File: config.mk
export PLATFORM = sky130hd
export DESIGN_NAME = fortran_routine_name_spotter_top
export DESIGN_NICKNAME = d
export VERILOG_FILES = /design/src/hw/rtl/frns_pkg.sv /design/src/hw/rtl/frns_ctrl.sv /design/src/hw/rtl/frns_dp.sv /design/src/hw/rtl/fortran_routine_name_spotter_top.sv
export SDC_FILE = /design/constraint.sdc
export NUM_CORES = 1
export LEC_CHECK = 0
export ABC_AREA = 0
export BUFFER_PORTS_ARGS = -buffer_cell sky130_fd_sc_hd__buf_2
export CORE_MARGIN = 5
export CORE_UTILIZATION = 40
export DETAILED_ROUTE_END_ITERATION = 8
export GPL_TIMING_DRIVEN = 0
export PLACE_DENSITY_LB_ADDON = 0.25
export REMOVE_ABC_BUFFERS = 1
export SKIP_LAST_GASP = 1
export SYNTH_ARGS = -nofsm -noshare
export SYNTH_HDL_FRONTEND = slang
export SYNTH_SLANG_ARGS = --single-unit
export TNS_END_PERCENT = 100
File: constraint.sdc
create_clock -name clk -period 4.4 [get_ports clk]
set_input_delay 0.44 -clock clk [delete_from_list [all_inputs] [get_ports clk]]
set_output_delay 0.44 -clock clk [all_outputs]
set_load 0.1 [all_outputs]
File: src/hw/rtl/frns_pkg.sv
// ----------------------------------------------------------------------------
// frns_pkg
// Shared types, character codes and keyword tables of the routine name spotter.
// ----------------------------------------------------------------------------
package frns_pkg;

    localparam int NKW     = 11;
    localparam int KW_BITS = 80;

    localparam logic [7:0] CH_NUL     = 8'h00;
    localparam logic [7:0] CH_TAB     = 8'h09;
    localparam logic [7:0] CH_NL      = 8'h0A;
    localparam logic [7:0] CH_CR      = 8'h0D;
    localparam logic [7:0] CH_SPACE   = 8'h20;
    localparam logic [7:0] CH_PERCENT = 8'h25;
    localparam logic [7:0] CH_STAR    = 8'h2A;
    localparam logic [7:0] CH_ZERO    = 8'h30;
    localparam logic [7:0] CH_NINE    = 8'h39;
    localparam logic [7:0] CH_UP_A    = 8'h41;
    localparam logic [7:0] CH_UP_Z    = 8'h5A;
    localparam logic [7:0] CH_LOW_A   = 8'h61;
    localparam logic [7:0] CH_LOW_Z   = 8'h7A;
    localparam logic [7:0] CH_UNDER   = 8'h5F;
    localparam logic [7:0] CASE_BIT   = 8'h20;

    localparam int KW_DOUBLE    = 2;
    localparam int KW_PRECISION = 3;
    localparam int KW_ROUTINE   = 7;

    localparam logic [NKW-1:0] MASK_FIRST     = 11'h7F7;
    localparam logic [NKW-1:0] MASK_KW        = 11'h780;
    localparam logic [NKW-1:0] MASK_PRECISION = 11'h008;

    localparam logic [KW_BITS-1:0] KW_TEXT [NKW] = '{
        "complex", "character", "double", "precision", "integer", "logical",
        "real", "function", "program", "procedure", "subroutine"
    };

    localparam logic [3:0] KW_LEN [NKW] = '{
        4'd7, 4'd9, 4'd6, 4'd9, 4'd7, 4'd7, 4'd4, 4'd8, 4'd7, 4'd9, 4'd10
    };

    typedef enum logic [3:0] {
        PH_START,
        PH_SKIP1,
        PH_MATCH,
        PH_PREC_SKIP,
        PH_STAR,
        PH_STAR_SP,
        PH_DIGITS,
        PH_DBL_SKIP,
        PH_SKIP2,
        PH_SKIP3,
        PH_NAME,
        PH_DEAD
    } phase_t;

    typedef enum logic {
        ST_SCAN,
        ST_EMIT
    } ctrl_state_t;

    typedef struct packed {
        logic accept;
        logic advance;
        logic finish;
    } dp_cmd_t;

    typedef struct packed {
        logic emit_req;
        logic last_char;
    } dp_status_t;

    function automatic logic is_space(input logic [7:0] c);
        is_space = (c == CH_SPACE) || ((c >= CH_TAB) && (c <= CH_CR));
    endfunction

    function automatic logic is_digit(input logic [7:0] c);
        is_digit = (c >= CH_ZERO) && (c <= CH_NINE);
    endfunction

    function automatic logic is_name_char(input logic [7:0] c);
        is_name_char = is_digit(c) || ((c >= CH_UP_A) && (c <= CH_UP_Z))
                    || ((c >= CH_LOW_A) && (c <= CH_LOW_Z)) || (c == CH_UNDER);
    endfunction

    function automatic logic [7:0] kw_char(input int k, input logic [3:0] p);
        logic [KW_BITS-1:0] w;
        int                 l;
        w = KW_TEXT[k];
        l = int'(KW_LEN[k]);
        kw_char = CH_NUL;
        if (int'(p) < l)
        begin
            kw_char = w[(l - 1 - int'(p)) * 8 +: 8];
        end
    endfunction

    function automatic logic [NKW-1:0] kw_first(input logic [7:0] f,
                                                input logic [NKW-1:0] mask);
        kw_first = '0;
        for (int k = 0; k < NKW; k++)
        begin
            kw_first[k] = mask[k] && (kw_char(k, 4'd0) == f);
        end
    endfunction

    function automatic logic [NKW-1:0] kw_next(input logic [NKW-1:0] cand,
                                               input logic [3:0] pos,
                                               input logic [7:0] f);
        kw_next = '0;
        for (int k = 0; k < NKW; k++)
        begin
            kw_next[k] = cand[k] && (pos < KW_LEN[k]) && (kw_char(k, pos) == f);
        end
    endfunction

endpackage

File: src/hw/rtl/frns_ctrl.sv
// ----------------------------------------------------------------------------
// frns_ctrl
// Handshake controller: scan input words, then read a found name out.
// ----------------------------------------------------------------------------
module frns_ctrl
    import frns_pkg::*;
(
    input  logic       clk,
    input  logic       rst_n,
    input  logic       in_valid,
    output logic       in_ready,
    output logic       out_valid,
    input  logic       out_ready,
    input  dp_status_t status,
    output dp_cmd_t    cmd
);

    ctrl_state_t state_reg;
    ctrl_state_t state_next;
    logic        in_fire;
    logic        out_fire;

    always_ff @(posedge clk or negedge rst_n)
    begin
        if (!rst_n)
        begin
            state_reg <= ST_SCAN;
        end
        else
        begin
            state_reg <= state_next;
        end
    end

    always_comb
    begin
        in_ready    = (state_reg == ST_SCAN);
        out_valid   = (state_reg == ST_EMIT);
        in_fire     = in_valid && in_ready;
        out_fire    = out_valid && out_ready;
        cmd.accept  = in_fire;
        cmd.advance = out_fire && !status.last_char;
        cmd.finish  = out_fire && status.last_char;
        state_next  = state_reg;
        unique case (state_reg)
            ST_SCAN:
            begin
                if (in_fire && status.emit_req)
                begin
                    state_next = ST_EMIT;
                end
            end
            ST_EMIT:
            begin
                if (cmd.finish)
                begin
                    state_next = ST_SCAN;
                end
            end
            default:
            begin
                state_next = ST_SCAN;
            end
        endcase
    end

endmodule

File: src/hw/rtl/frns_dp.sv
// ----------------------------------------------------------------------------
// frns_dp
// Datapath: line scanner, keyword matcher, name buffer and name readout.
// ----------------------------------------------------------------------------
module frns_dp
    import frns_pkg::*;
#(
    parameter int MAX_NAME  = 32,
    parameter int LINE_BITS = 24
)
(
    input  logic        clk,
    input  logic        rst_n,
    input  logic [7:0]  char_code,
    input  logic        end_of_text,
    input  dp_cmd_t     cmd,
    output dp_status_t  status,
    output logic [7:0]  name_char,
    output logic [23:0] line_number,
    output logic        truncated
);

    localparam int IDX_W = $clog2(MAX_NAME);
    localparam int LEN_W = $clog2(MAX_NAME + 1);

    phase_t                 phase_reg;
    phase_t                 phase_next;
    logic [NKW-1:0]         cand_reg;
    logic [NKW-1:0]         cand_next;
    logic [3:0]             pos_reg;
    logic [3:0]             pos_next;
    logic [LEN_W-1:0]       name_length_reg;
    logic [LEN_W-1:0]       name_length_next;
    logic                   overflow_reg;
    logic                   overflow_next;
    logic [LINE_BITS-1:0]   line_count_reg;
    logic [LINE_BITS-1:0]   line_count_next;
    logic [IDX_W-1:0]       rd_idx_reg;
    logic [IDX_W-1:0]       rd_addr;
    logic [7:0]             rd_data_reg;
    logic [7:0]             name_mem [MAX_NAME];
    logic                   wr_en;
    logic [IDX_W-1:0]       wr_addr;
    logic                   emit;
    logic [LINE_BITS+23:0]  line_wide;

    always_comb
    begin
        phase_t         ph;
        logic           process;
        logic           do_begin;
        logic [NKW-1:0] begin_mask;
        logic [NKW-1:0] hit;
        logic [7:0]     f;
        logic           found;

        phase_next       = phase_reg;
        cand_next        = cand_reg;
        pos_next         = pos_reg;
        name_length_next = name_length_reg;
        overflow_next    = overflow_reg;
        line_count_next  = line_count_reg;
        wr_en            = 1'b0;
        wr_addr          = name_length_reg[IDX_W-1:0];
        emit             = 1'b0;
        ph               = phase_reg;
        process          = 1'b0;
        do_begin         = 1'b0;
        begin_mask       = MASK_KW;
        hit              = '0;
        found            = 1'b0;
        f                = char_code | CASE_BIT;

        if (end_of_text)
        begin
            if (phase_reg != PH_START)
            begin
                emit       = (phase_reg == PH_NAME) && (name_length_reg >= LEN_W'(2));
                phase_next = PH_START;
            end
        end
        else
        begin
            process = 1'b1;
            if (phase_reg == PH_START)
            begin
                if (line_count_reg != {LINE_BITS{1'b1}})
                begin
                    line_count_next = line_count_reg + LINE_BITS'(1);
                end
                ph         = PH_SKIP1;
                phase_next = PH_SKIP1;
                cand_next  = '0;
                pos_next   = '0;
                if (char_code == CH_PERCENT)
                begin
                    process = 1'b0;
                end
            end
        end

        if (process)
        begin
            case (ph)
                PH_SKIP1:
                begin
                    if (!is_space(char_code))
                    begin
                        do_begin   = 1'b1;
                        begin_mask = MASK_FIRST;
                    end
                end
                PH_MATCH:
                begin
                    hit      = kw_next(cand_reg, pos_reg, f);
                    pos_next = pos_reg + 4'd1;
                    if (hit == '0)
                    begin
                        phase_next = PH_DEAD;
                    end
                    else
                    begin
                        cand_next = hit;
                        for (int k = 0; k < NKW; k++)
                        begin
                            if (!found && hit[k] && (KW_LEN[k] == pos_reg + 4'd1))
                            begin
                                found     = 1'b1;
                                cand_next = '0;
                                pos_next  = '0;
                                if (k == KW_DOUBLE)
                                begin
                                    phase_next = PH_DBL_SKIP;
                                end
                                else if (k == KW_PRECISION)
                                begin
                                    phase_next = PH_SKIP2;
                                end
                                else if (k >= KW_ROUTINE)
                                begin
                                    phase_next = PH_SKIP3;
                                end
                                else
                                begin
                                    phase_next = PH_PREC_SKIP;
                                end
                            end
                        end
                    end
                end
                PH_PREC_SKIP:
                begin
                    if (char_code == CH_STAR)
                    begin
                        phase_next = PH_STAR;
                    end
                    else if (!is_space(char_code))
                    begin
                        do_begin = 1'b1;
                    end
                end
                PH_STAR:
                begin
                    if (is_space(char_code))
                    begin
                        phase_next = PH_STAR_SP;
                    end
                    else if (is_digit(char_code))
                    begin
                        phase_next = PH_DIGITS;
                    end
                    else
                    begin
                        phase_next = PH_DEAD;
                    end
                end
                PH_STAR_SP:
                begin
                    if (is_digit(char_code))
                    begin
                        phase_next = PH_DIGITS;
                    end
                    else if (!is_space(char_code))
                    begin
                        do_begin = 1'b1;
                    end
                end
                PH_DIGITS:
                begin
                    if (is_space(char_code))
                    begin
                        phase_next = PH_SKIP2;
                    end
                    else if (!is_digit(char_code))
                    begin
                        do_begin = 1'b1;
                    end
                end
                PH_DBL_SKIP:
                begin
                    if (!is_space(char_code))
                    begin
                        do_begin   = 1'b1;
                        begin_mask = MASK_PRECISION;
                    end
                end
                PH_SKIP2:
                begin
                    if (!is_space(char_code))
                    begin
                        do_begin = 1'b1;
                    end
                end
                PH_SKIP3:
                begin
                    if (char_code == CH_NUL)
                    begin
                        phase_next = PH_DEAD;
                    end
                    else if (!is_space(char_code))
                    begin
                        wr_en            = 1'b1;
                        wr_addr          = '0;
                        name_length_next = LEN_W'(1);
                        overflow_next    = 1'b0;
                        phase_next       = PH_NAME;
                    end
                end
                PH_NAME:
                begin
                    if (is_name_char(char_code))
                    begin
                        if (name_length_reg < LEN_W'(MAX_NAME))
                        begin
                            wr_en            = 1'b1;
                            name_length_next = name_length_reg + LEN_W'(1);
                        end
                        else
                        begin
                            overflow_next = 1'b1;
                        end
                    end
                    else
                    begin
                        phase_next = PH_DEAD;
                        emit       = (name_length_reg >= LEN_W'(2));
                    end
                end
                default:
                begin
                end
            endcase

            if (do_begin)
            begin
                hit = kw_first(f, begin_mask);
                if ((char_code == CH_NUL) || (hit == '0))
                begin
                    phase_next = PH_DEAD;
                end
                else
                begin
                    cand_next  = hit;
                    pos_next   = 4'd1;
                    phase_next = PH_MATCH;
                end
            end

            if (char_code == CH_NL)
            begin
                phase_next = PH_START;
            end
        end
    end

    always_ff @(posedge clk or negedge rst_n)
    begin
        if (!rst_n)
        begin
            phase_reg       <= PH_START;
            cand_reg        <= '0;
            pos_reg         <= '0;
            name_length_reg <= '0;
            overflow_reg    <= 1'b0;
            line_count_reg  <= '0;
            rd_idx_reg      <= '0;
        end
        else
        begin
            if (cmd.accept)
            begin
                phase_reg       <= phase_next;
                cand_reg        <= cand_next;
                pos_reg         <= pos_next;
                name_length_reg <= name_length_next;
                overflow_reg    <= overflow_next;
                line_count_reg  <= line_count_next;
            end
            if (cmd.finish)
            begin
                rd_idx_reg <= '0;
            end
            else if (cmd.advance)
            begin
                rd_idx_reg <= rd_idx_reg + IDX_W'(1);
            end
        end
    end

    always_comb
    begin
        if (cmd.finish)
        begin
            rd_addr = '0;
        end
        else if (cmd.advance)
        begin
            rd_addr = rd_idx_reg + IDX_W'(1);
        end
        else
        begin
            rd_addr = rd_idx_reg;
        end
    end

    always_ff @(posedge clk)
    begin
        if (cmd.accept && wr_en)
        begin
            name_mem[wr_addr] <= char_code;
        end
        rd_data_reg <= name_mem[rd_addr];
    end

    assign line_wide        = {24'd0, line_count_reg};
    assign line_number      = line_wide[23:0];
    assign name_char        = rd_data_reg;
    assign truncated        = overflow_reg;
    assign status.emit_req  = emit;
    assign status.last_char = ((LEN_W'(rd_idx_reg) + LEN_W'(1)) == name_length_reg);

endmodule

File: src/hw/rtl/fortran_routine_name_spotter_top.sv
// ----------------------------------------------------------------------------
// fortran_routine_name_spotter_top
// Spot routine declarations in a text stream and stream out each name.
// Throughput: one text word per cycle while scanning.
// Latency: the first name word appears the cycle after the word that ends the
// name; the name (2 to MAX_NAME words) then streams out of the name buffer at
// one word per cycle while the output is ready; text input holds meanwhile.
// Reset clears the scanner, line count and readout control; the name buffer
// needs no clearing.
// ----------------------------------------------------------------------------
module fortran_routine_name_spotter_top
    import frns_pkg::*;
#(
    parameter int MAX_NAME  = 32,
    parameter int LINE_BITS = 24
)
(
    input  logic        clk,
    input  logic        rst_n,
    input  logic        s_axis_tvalid,
    output logic        s_axis_tready,
    input  logic [7:0]  s_axis_tdata,   // char_code
    input  logic        s_axis_tuser,   // end_of_text
    output logic        m_axis_tvalid,
    input  logic        m_axis_tready,
    output logic [31:0] m_axis_tdata,   // name_char, line_number
    output logic        m_axis_tlast,
    output logic        m_axis_tuser    // truncated
);

    dp_cmd_t     cmd;
    dp_status_t  status;
    logic [7:0]  name_char;
    logic [23:0] line_number;

    frns_ctrl u_ctrl
    (
        .clk       (clk),
        .rst_n     (rst_n),
        .in_valid  (s_axis_tvalid),
        .in_ready  (s_axis_tready),
        .out_valid (m_axis_tvalid),
        .out_ready (m_axis_tready),
        .status    (status),
        .cmd       (cmd)
    );

    frns_dp #(
        .MAX_NAME  (MAX_NAME),
        .LINE_BITS (LINE_BITS)
    ) u_dp
    (
        .clk         (clk),
        .rst_n       (rst_n),
        .char_code   (s_axis_tdata),
        .end_of_text (s_axis_tuser),
        .cmd         (cmd),
        .status      (status),
        .name_char   (name_char),
        .line_number (line_number),
        .truncated   (m_axis_tuser)
    );

    assign m_axis_tdata = {line_number, name_char};
    assign m_axis_tlast = status.last_char;

endmodule

# Word-level counts from Yosys, hierarchy flattened
# Memories as Yosys holds them, arrays and structs flattened. A register that Yosys moved wholly into a read port is not among the register bits.
# Cells that the tools add are included.
# totals
regBits	56
ramBits	256
input_bits	13
out_inout_bits	36
wordCells	393
mem_count	1
# classes
add_sub_neg	11
magnitude_cmp	22
eq_ne	48
shift	11
n_mux	199
bitwise	2
n_reduce_logical	91
# memory_table
memory	depth	word_bits	rd	rd_ports_with_merged_regs	wr	line	text
u_dp.name_mem	32	8	1	1	1	frns_dp.sv:41	logic [7:0] name_mem [MAX_NAME];
# op_table
cell	count
$shiftx 80x32->8 const A	11
$mux 8	49
$mux 11	20
$mux 4	46
$eq 8x8->1	19
$mux 1	66
$logic_and 1x1->1	65
$mux 5	6
$pmux 4 s7	1
$add 24x1->24 const B	1
$eq 8x6->1 const B	3
$lt 4x3->1 const B	6
$lt 4x4->1 const B	6
$mux 6	4
$ne 24x24->1 const B	1
$logic_not 11->1	2
$pmux 11 s2	1
$eq 4x3->1 const B	4
$eq 4x4->1 const B	4
$ge 8x7->1 const B	2
$le 8x7->1 const B	2
$sub 3x4->5 const A	3
$reduce_and 7->1	2
$eq 3x4->1 const A	3
33 further kinds	57

# Depth between registers and ports, before layout
# logic_depth
depth_word	85
depth_mapped	17
ltp_nobuf	13

# Hierarchy
# Synthesis repeated with hierarchy kept, for this count alone.
# hier_totals
cells_unflattened	1774
area_unflattened_um2	17648.2
# modules_own_cells
module	instances	cells_per_inst	area_each_um2	seq_area_each_um2
frns_dp	1	1765	17573.1	9223.8
frns_ctrl	1	9	75.1	25.0

# Least setup slack after synthesis
# No wires, ideal clock.
# synth_timing
kind	register to register
startpoint	reg u_dp.name_length_reg[3]
endpoint	reg u_dp.rd_data_reg[0], in the netlist u_dp.name_char[0] (read register of u_dp.name_mem)
setup_time_ns	0.091
arrival_time_ns	3.933
t_required_ns	4.309
slack_ns	0.376
stages_incl_launch_ff	14
path_buffers	4
period_less_slack_ns	4.024
cell_sequence	dfrtp_1 -> buf_2 -> nor3b_1 -> nor3_1 -> a211o_1 -> a211oi_2 -> o21a_1 -> buf_2 -> buf_2 -> buf_2 -> nand2_1 -> a31oi_1 -> o22ai_1 -> nor4bb_1
# synth_via
elab_chain_len	5
word_cells_on_any_way	6
cone_classes	eq/ne (1); mux (2); reduce/logical (3)
# synth_lines
element	line	text
start: declaration	frns_dp.sv:32	logic [LEN_W-1:0] name_length_reg;
start signal: assignment	frns_dp.sv:295	name_length_reg <= name_length_next;
$eq 6x6->1 *	frns_dp.sv:340	assign status.last_char = ((LEN_W'(rd_idx_reg) + LEN_W'(1)) == name_length_reg);
via m_axis_tlast	fortran_routine_name_spotter_top.sv:27	output logic m_axis_tlast,
$logic_not 1->1	frns_ctrl.sv:42	cmd.advance = out_fire && !status.last_char;
$logic_and 1x1->1	frns_ctrl.sv:42	
$mux 5	frns_dp.sv:316	else if (cmd.advance)
$mux 5 *	frns_dp.sv:312	if (cmd.finish)
end: declaration	frns_dp.sv:40	logic [7:0] rd_data_reg;
# Mark *: on every way through the listed nets, which the timed path passes. The rest lies on a longest branch.
# A chain may end at the register's enable or synchronous reset.

# Worst setup path in the final report
# layout_timing
startpoint	reg u_dp.pos_reg[1]
endpoint	reg u_dp.cand_reg[6]
# layout_via
elab_chain_len	84
word_cells_on_any_way	190
cone_classes	add/sub (7); order compare (12); eq/ne (17); shift (11); mux (89); reduce/logical (54)
# layout_lines
element	line	text
start: declaration	frns_dp.sv:30	logic [3:0] pos_reg;
start signal: assignment	frns_dp.sv:294	pos_reg <= pos_next;
$sub 3x4->5	frns_pkg.sv:95	kw_char = w[(l - 1 - int'(p)) * 8 +: 8];
$shiftx 80x32->8	frns_pkg.sv:95	
$mux 8	frns_pkg.sv:93	if (int'(p) < l)
$mux 8	frns_dp.sv:104	case (ph)
$mux 8	frns_dp.sv:102	if (process)
$eq 8x8->1	frns_pkg.sv:114	kw_next[k] = cand[k] && (pos < KW_LEN[k]) && (kw_char(k, pos) == f);
$logic_and 1x1->1	frns_pkg.sv:114	
$logic_and 1x1->1	frns_dp.sv:126	if (!found && hit[k] && (KW_LEN[k] == pos_reg + 4'd1))
(+67 left out)	-	
$logic_not 1->1	frns_dp.sv:126	
$logic_and 1x1->1 (2 in series)	frns_dp.sv:126	
$mux 11	frns_dp.sv:126	
$mux 11 *	frns_dp.sv:117	if (hit == '0)
$mux 11 *	frns_dp.sv:104	
$mux 11	frns_dp.sv:257	if ((char_code == CH_NUL) || (hit == '0))
$mux 11 *	frns_dp.sv:254	if (do_begin)
$mux 11 *	frns_dp.sv:102	
end signal: assignment	frns_dp.sv:293	cand_reg <= cand_next;
end: declaration	frns_dp.sv:28	logic [NKW-1:0] cand_reg;
# Every way passes the cells marked *; elsewhere a longest branch is shown, timed or not. The select of a mux whose other input is x is not followed.

==> impl_metrics.csv <==
group,metric,value,unit
placement,place_ws,-1.93,ns
placement,hpwl,29800,µm
synthesis,synth_xor_area_frac,0.0322,
die,start_util,0.403,
critical_path,worstPathMaxFanout,18,
sta,hold_violations,0,
grt,antenna_found_initial,0,
sta,setup_slack,0.0714,ns
synthesis,syn-instance-count,1607,
synthesis,ys_types,101,
route,viasPerCell,6.04,
die,die_area,47600,µm²
cells_and_area,area_growth_syn_to_layout,13.2,%
placement,io_buffers,48,
cells_and_area,largest_register_ffs,256,
clocking,cts_buffer_depth,3,
power_and_ir_drop,p_leak,6.69,nW
clocking,numCtsBuffers,35,
sta,slew-limit-headroom,0.181,
sta,skew,0.0141,ns
critical_path,cp-end-kind,"flop",
synthesis,synth_top_family_by_area,"simple AND/OR/NAND/NOR gates",
synthesis,syn_area,17300,µm²
cells_and_area,final_core_util,0.456,
synthesis,async_flop_share,0.175,
critical_path,arrival,4.77,ns
grt,grt_pass1_wl,74100,µm
synthesis,synth_top_area_frac,0.444,
power_and_ir_drop,seq_power_share,0.310,
sta,slew_viol_final,0,
power_and_ir_drop,p_int,0.00703,W
grt,grt_pass1_vias,12400,
critical_path,crit_family,"simple AND/OR/NAND/NOR gates",
route,dr.first_iter.drc_count,1529,
run_status,status,"finished, final reports clean",
sta,worstMarginPinSlew,1.23,ns
route,drtAntennaViolNets,0,
power_and_ir_drop,ir_drop,0.366,mV
min_path,hold_class,"in2async",
power_and_ir_drop,p_switching,0.00509,W
synthesis,syn_avg_cell_area,10.8,µm²
power_and_ir_drop,pwr_density_cell,618,nW/µm²
clocking,cts_tree,"done",
cells_and_area,drive_gt1_frac,0.177,
synthesis,synth-edff-count,256,
grt,grt-ovfl-total,0,
cells_and_area,fin_nets,1644,
die,io_pins,49,
critical_path,cp.required,4.84,ns
power_and_ir_drop,p_sw_frac,0.420,
route,dr_total_vias,13400,
synthesis,yosysWarnings,0,
critical_path,max_stage_delay,0.60,ns
die,core_area,43000,µm²
synthesis,synthMuxAreaShare,0.0459,
grt,grt_max_degree,76,
cells_and_area,insertedDiodeCount,0,
clocking,clkTransAtPathRegs,0.07,ns
sta,fmax,0.231,GHz
critical_path,critPathBufInv,2,
synthesis,ys_top_cells_by_area,"edfxtp_1 44%, dfrtp_1 8.1%, mux2_2 4.4%",
synthesis,ys_ff_latch,320,
critical_path,slowest_stage,"dfrtp_4",
synthesis,synthAdderAreaFrac,0.0156,
sta,finalSetupViolations,0,
route,drtPass1Iterations,6,
sta,fin_crit_sh,0.984,
critical_path,path_cells,"clkinvlp_4 > buf_4 > ha_4 > nor2b_1 > nor2_2 > a2111oi_0 > xnor2_1 > nor4_2 > nand4b_2 > nand2_2 > or4b_1 > o211ai_1",
run,drv_cap,0,
clocking,hold_buffers,0,
synthesis,synth_area_leader_cell,"edfxtp_1",
die,die_h,218,µm
clocking,cts_max_level,2,
clocking,cts_sinks,320,
sta,holdWs,0.00208,ns
power_and_ir_drop,power_frac_clock,0.237,
synthesis,seq_area_frac_synth,0.534,
critical_path,critPathLaunchType,"flop",
synthesis,synth_compound_area_frac,0.143,
cells_and_area,final_cell_mix,"256 x edfxtp_1, 157 x nand2_1, 100 x nor2_1, 83 x nand3_1, 68 x mux2_2",
power_and_ir_drop,comb_power_share,0.453,
placement,gp_routability_congestion,0.896,
synthesis,synth-simple-area-share,0.187,
die,chipWidth,218,µm
route,wl,49400,µm
die,num_rows,76,
route,drt_drc_violations_left,0,
synthesis,synth_flop_cell,"edfxtp_1",
clocking,clock_latency,0.53,ns
cells_and_area,final_common_cell,"edfxtp_1",
clocking,root_buffer,"clkbuf_16",
grt,grt_usage,0.196,
route,wl_per_cell,22.3,µm
sta,period_needed,4.33,ns
critical_path,critical_path_class,"reg2reg",
-- synth_stat cells (all sizes together), types with 10 or more instances --
| master | instances |
|---|---|
| a211oi | 11 |
| a21oi | 49 |
| a22oi | 11 |
| a31oi | 47 |
| and3 | 45 |
| buf | 68 |
| clkbuf | 48 |
| dfrtp | 56 |
| edfxtp | 256 |
| ha | 20 |
| inv | 34 |
| mux2 | 68 |
| nand2 | 158 |
| nand2b | 15 |
| nand3 | 86 |
| nand4 | 31 |
| nand4b | 10 |
| nor2 | 123 |
| nor2b | 22 |
| nor3 | 47 |
| nor4bb | 11 |
| o21ai | 60 |
| o22ai | 59 |
| o31ai | 12 |
| xnor2 | 41 |
| xor2 | 18 |
-- logic make-up (layout without fill, tap and decap cells) --
kind of cell | Yosys count | in the layout
buffers and inverters | 152 | 177
AND/OR/NAND/NOR | 624 | 624
multiplexers | 71 | 71
AO/OA/AOI/OAI | 359 | 362
adder cells (fa/ha/maj) | 22 | 22
XOR/XNOR | 59 | 59
flip-flops | 320 | 320
-- layer usage --
layer / vias to the layer above / wire length, µm / global-route usage
li1: 6147 / - / -
met1: 6560 / 21700 / 0.289
met2: 614 / 22900 / 0.308
met3: 78 / 3830 / 0.0290
met4: 0 / 985 / 0.0463
met5: - / 0 / 0
-- worst reg2reg max path: cells and delay by family, from the launching register on --
kind	cells	cell delay, ns
AND/OR/NAND/NOR	6	2.04
flip-flops	1	0.60
AO/OA/AOI/OAI	2	0.60
buffers and inverters	2	0.45
adder cells (fa/ha/maj)	1	0.41
XOR/XNOR	1	0.16
-- power by group through the flow --
stage          logic (W)  clock network (W)  registers, W
2_1_floorplan    0.00316                  0       0.00424
4_1_cts          0.00518            0.00292       0.00379
3_5_place_dp     0.00500                  0       0.00384
5_1_grt          0.00586            0.00306       0.00378
3_3_place_gp     0.00493                  0       0.00387
6_report         0.00550            0.00287       0.00376
-- through the flow --
step	cell area, µm²	cells	TNS (ns)	total power [W]
final	19600	2220	0	0.0121
after global routing	19600	2220	-0.0393	0.0127
after CTS	19300	2201	-0.0775	0.0119
after detailed placement	17900	2130	-411.23	0.00885
after global placement	17700	2124	-462.89	0.00880
after floorplan	16700	1491	-31.31	0.00740
-- final cells by class --
| cell class | instances | area, µm² |
|---|---|---|
| Multi-Input combinational cell | 1138 | 7730 |
| Timing Repair Buffer | 80 | 617 |
| Clock buffer | 44 | 930 |
| Fill cell | 4029 | 23400 |
| Inverter | 36 | 161 |
| Clock inverter | 17 | 173 |
| Sequential cell | 320 | 9270 |
| Tap cell | 585 | 732 |
-- final timing paths --
check,from,endpoint,slack (ns),depth (start not counted)
min in group clk,m_axis_tready,u_ctrl.out_valid,0.31,3
hold / removal,rst_n,u_dp.line_number[5],0.002,1
hold reg to reg,u_dp.line_number[14],u_dp.line_number[14],0.49,1
setup / recovery,u_dp.pos_reg[1],u_dp.cand_reg[6],0.07,12
setup reg to reg,u_dp.pos_reg[1],u_dp.cand_reg[6],0.07,12
max in group asynchronous,rst_n,u_dp.pos_reg[2],3.82,1
-- what timing repair did --
item                                    4_1_cts  5_1_grt
gates cloned                                  1        3
pin swaps                                     2        3
endpoints found under the setup margin      283      179
resized for setup                            65       23
setup buffers                                 9       16
No activity file was read; power rests on OpenSTA's default activity.
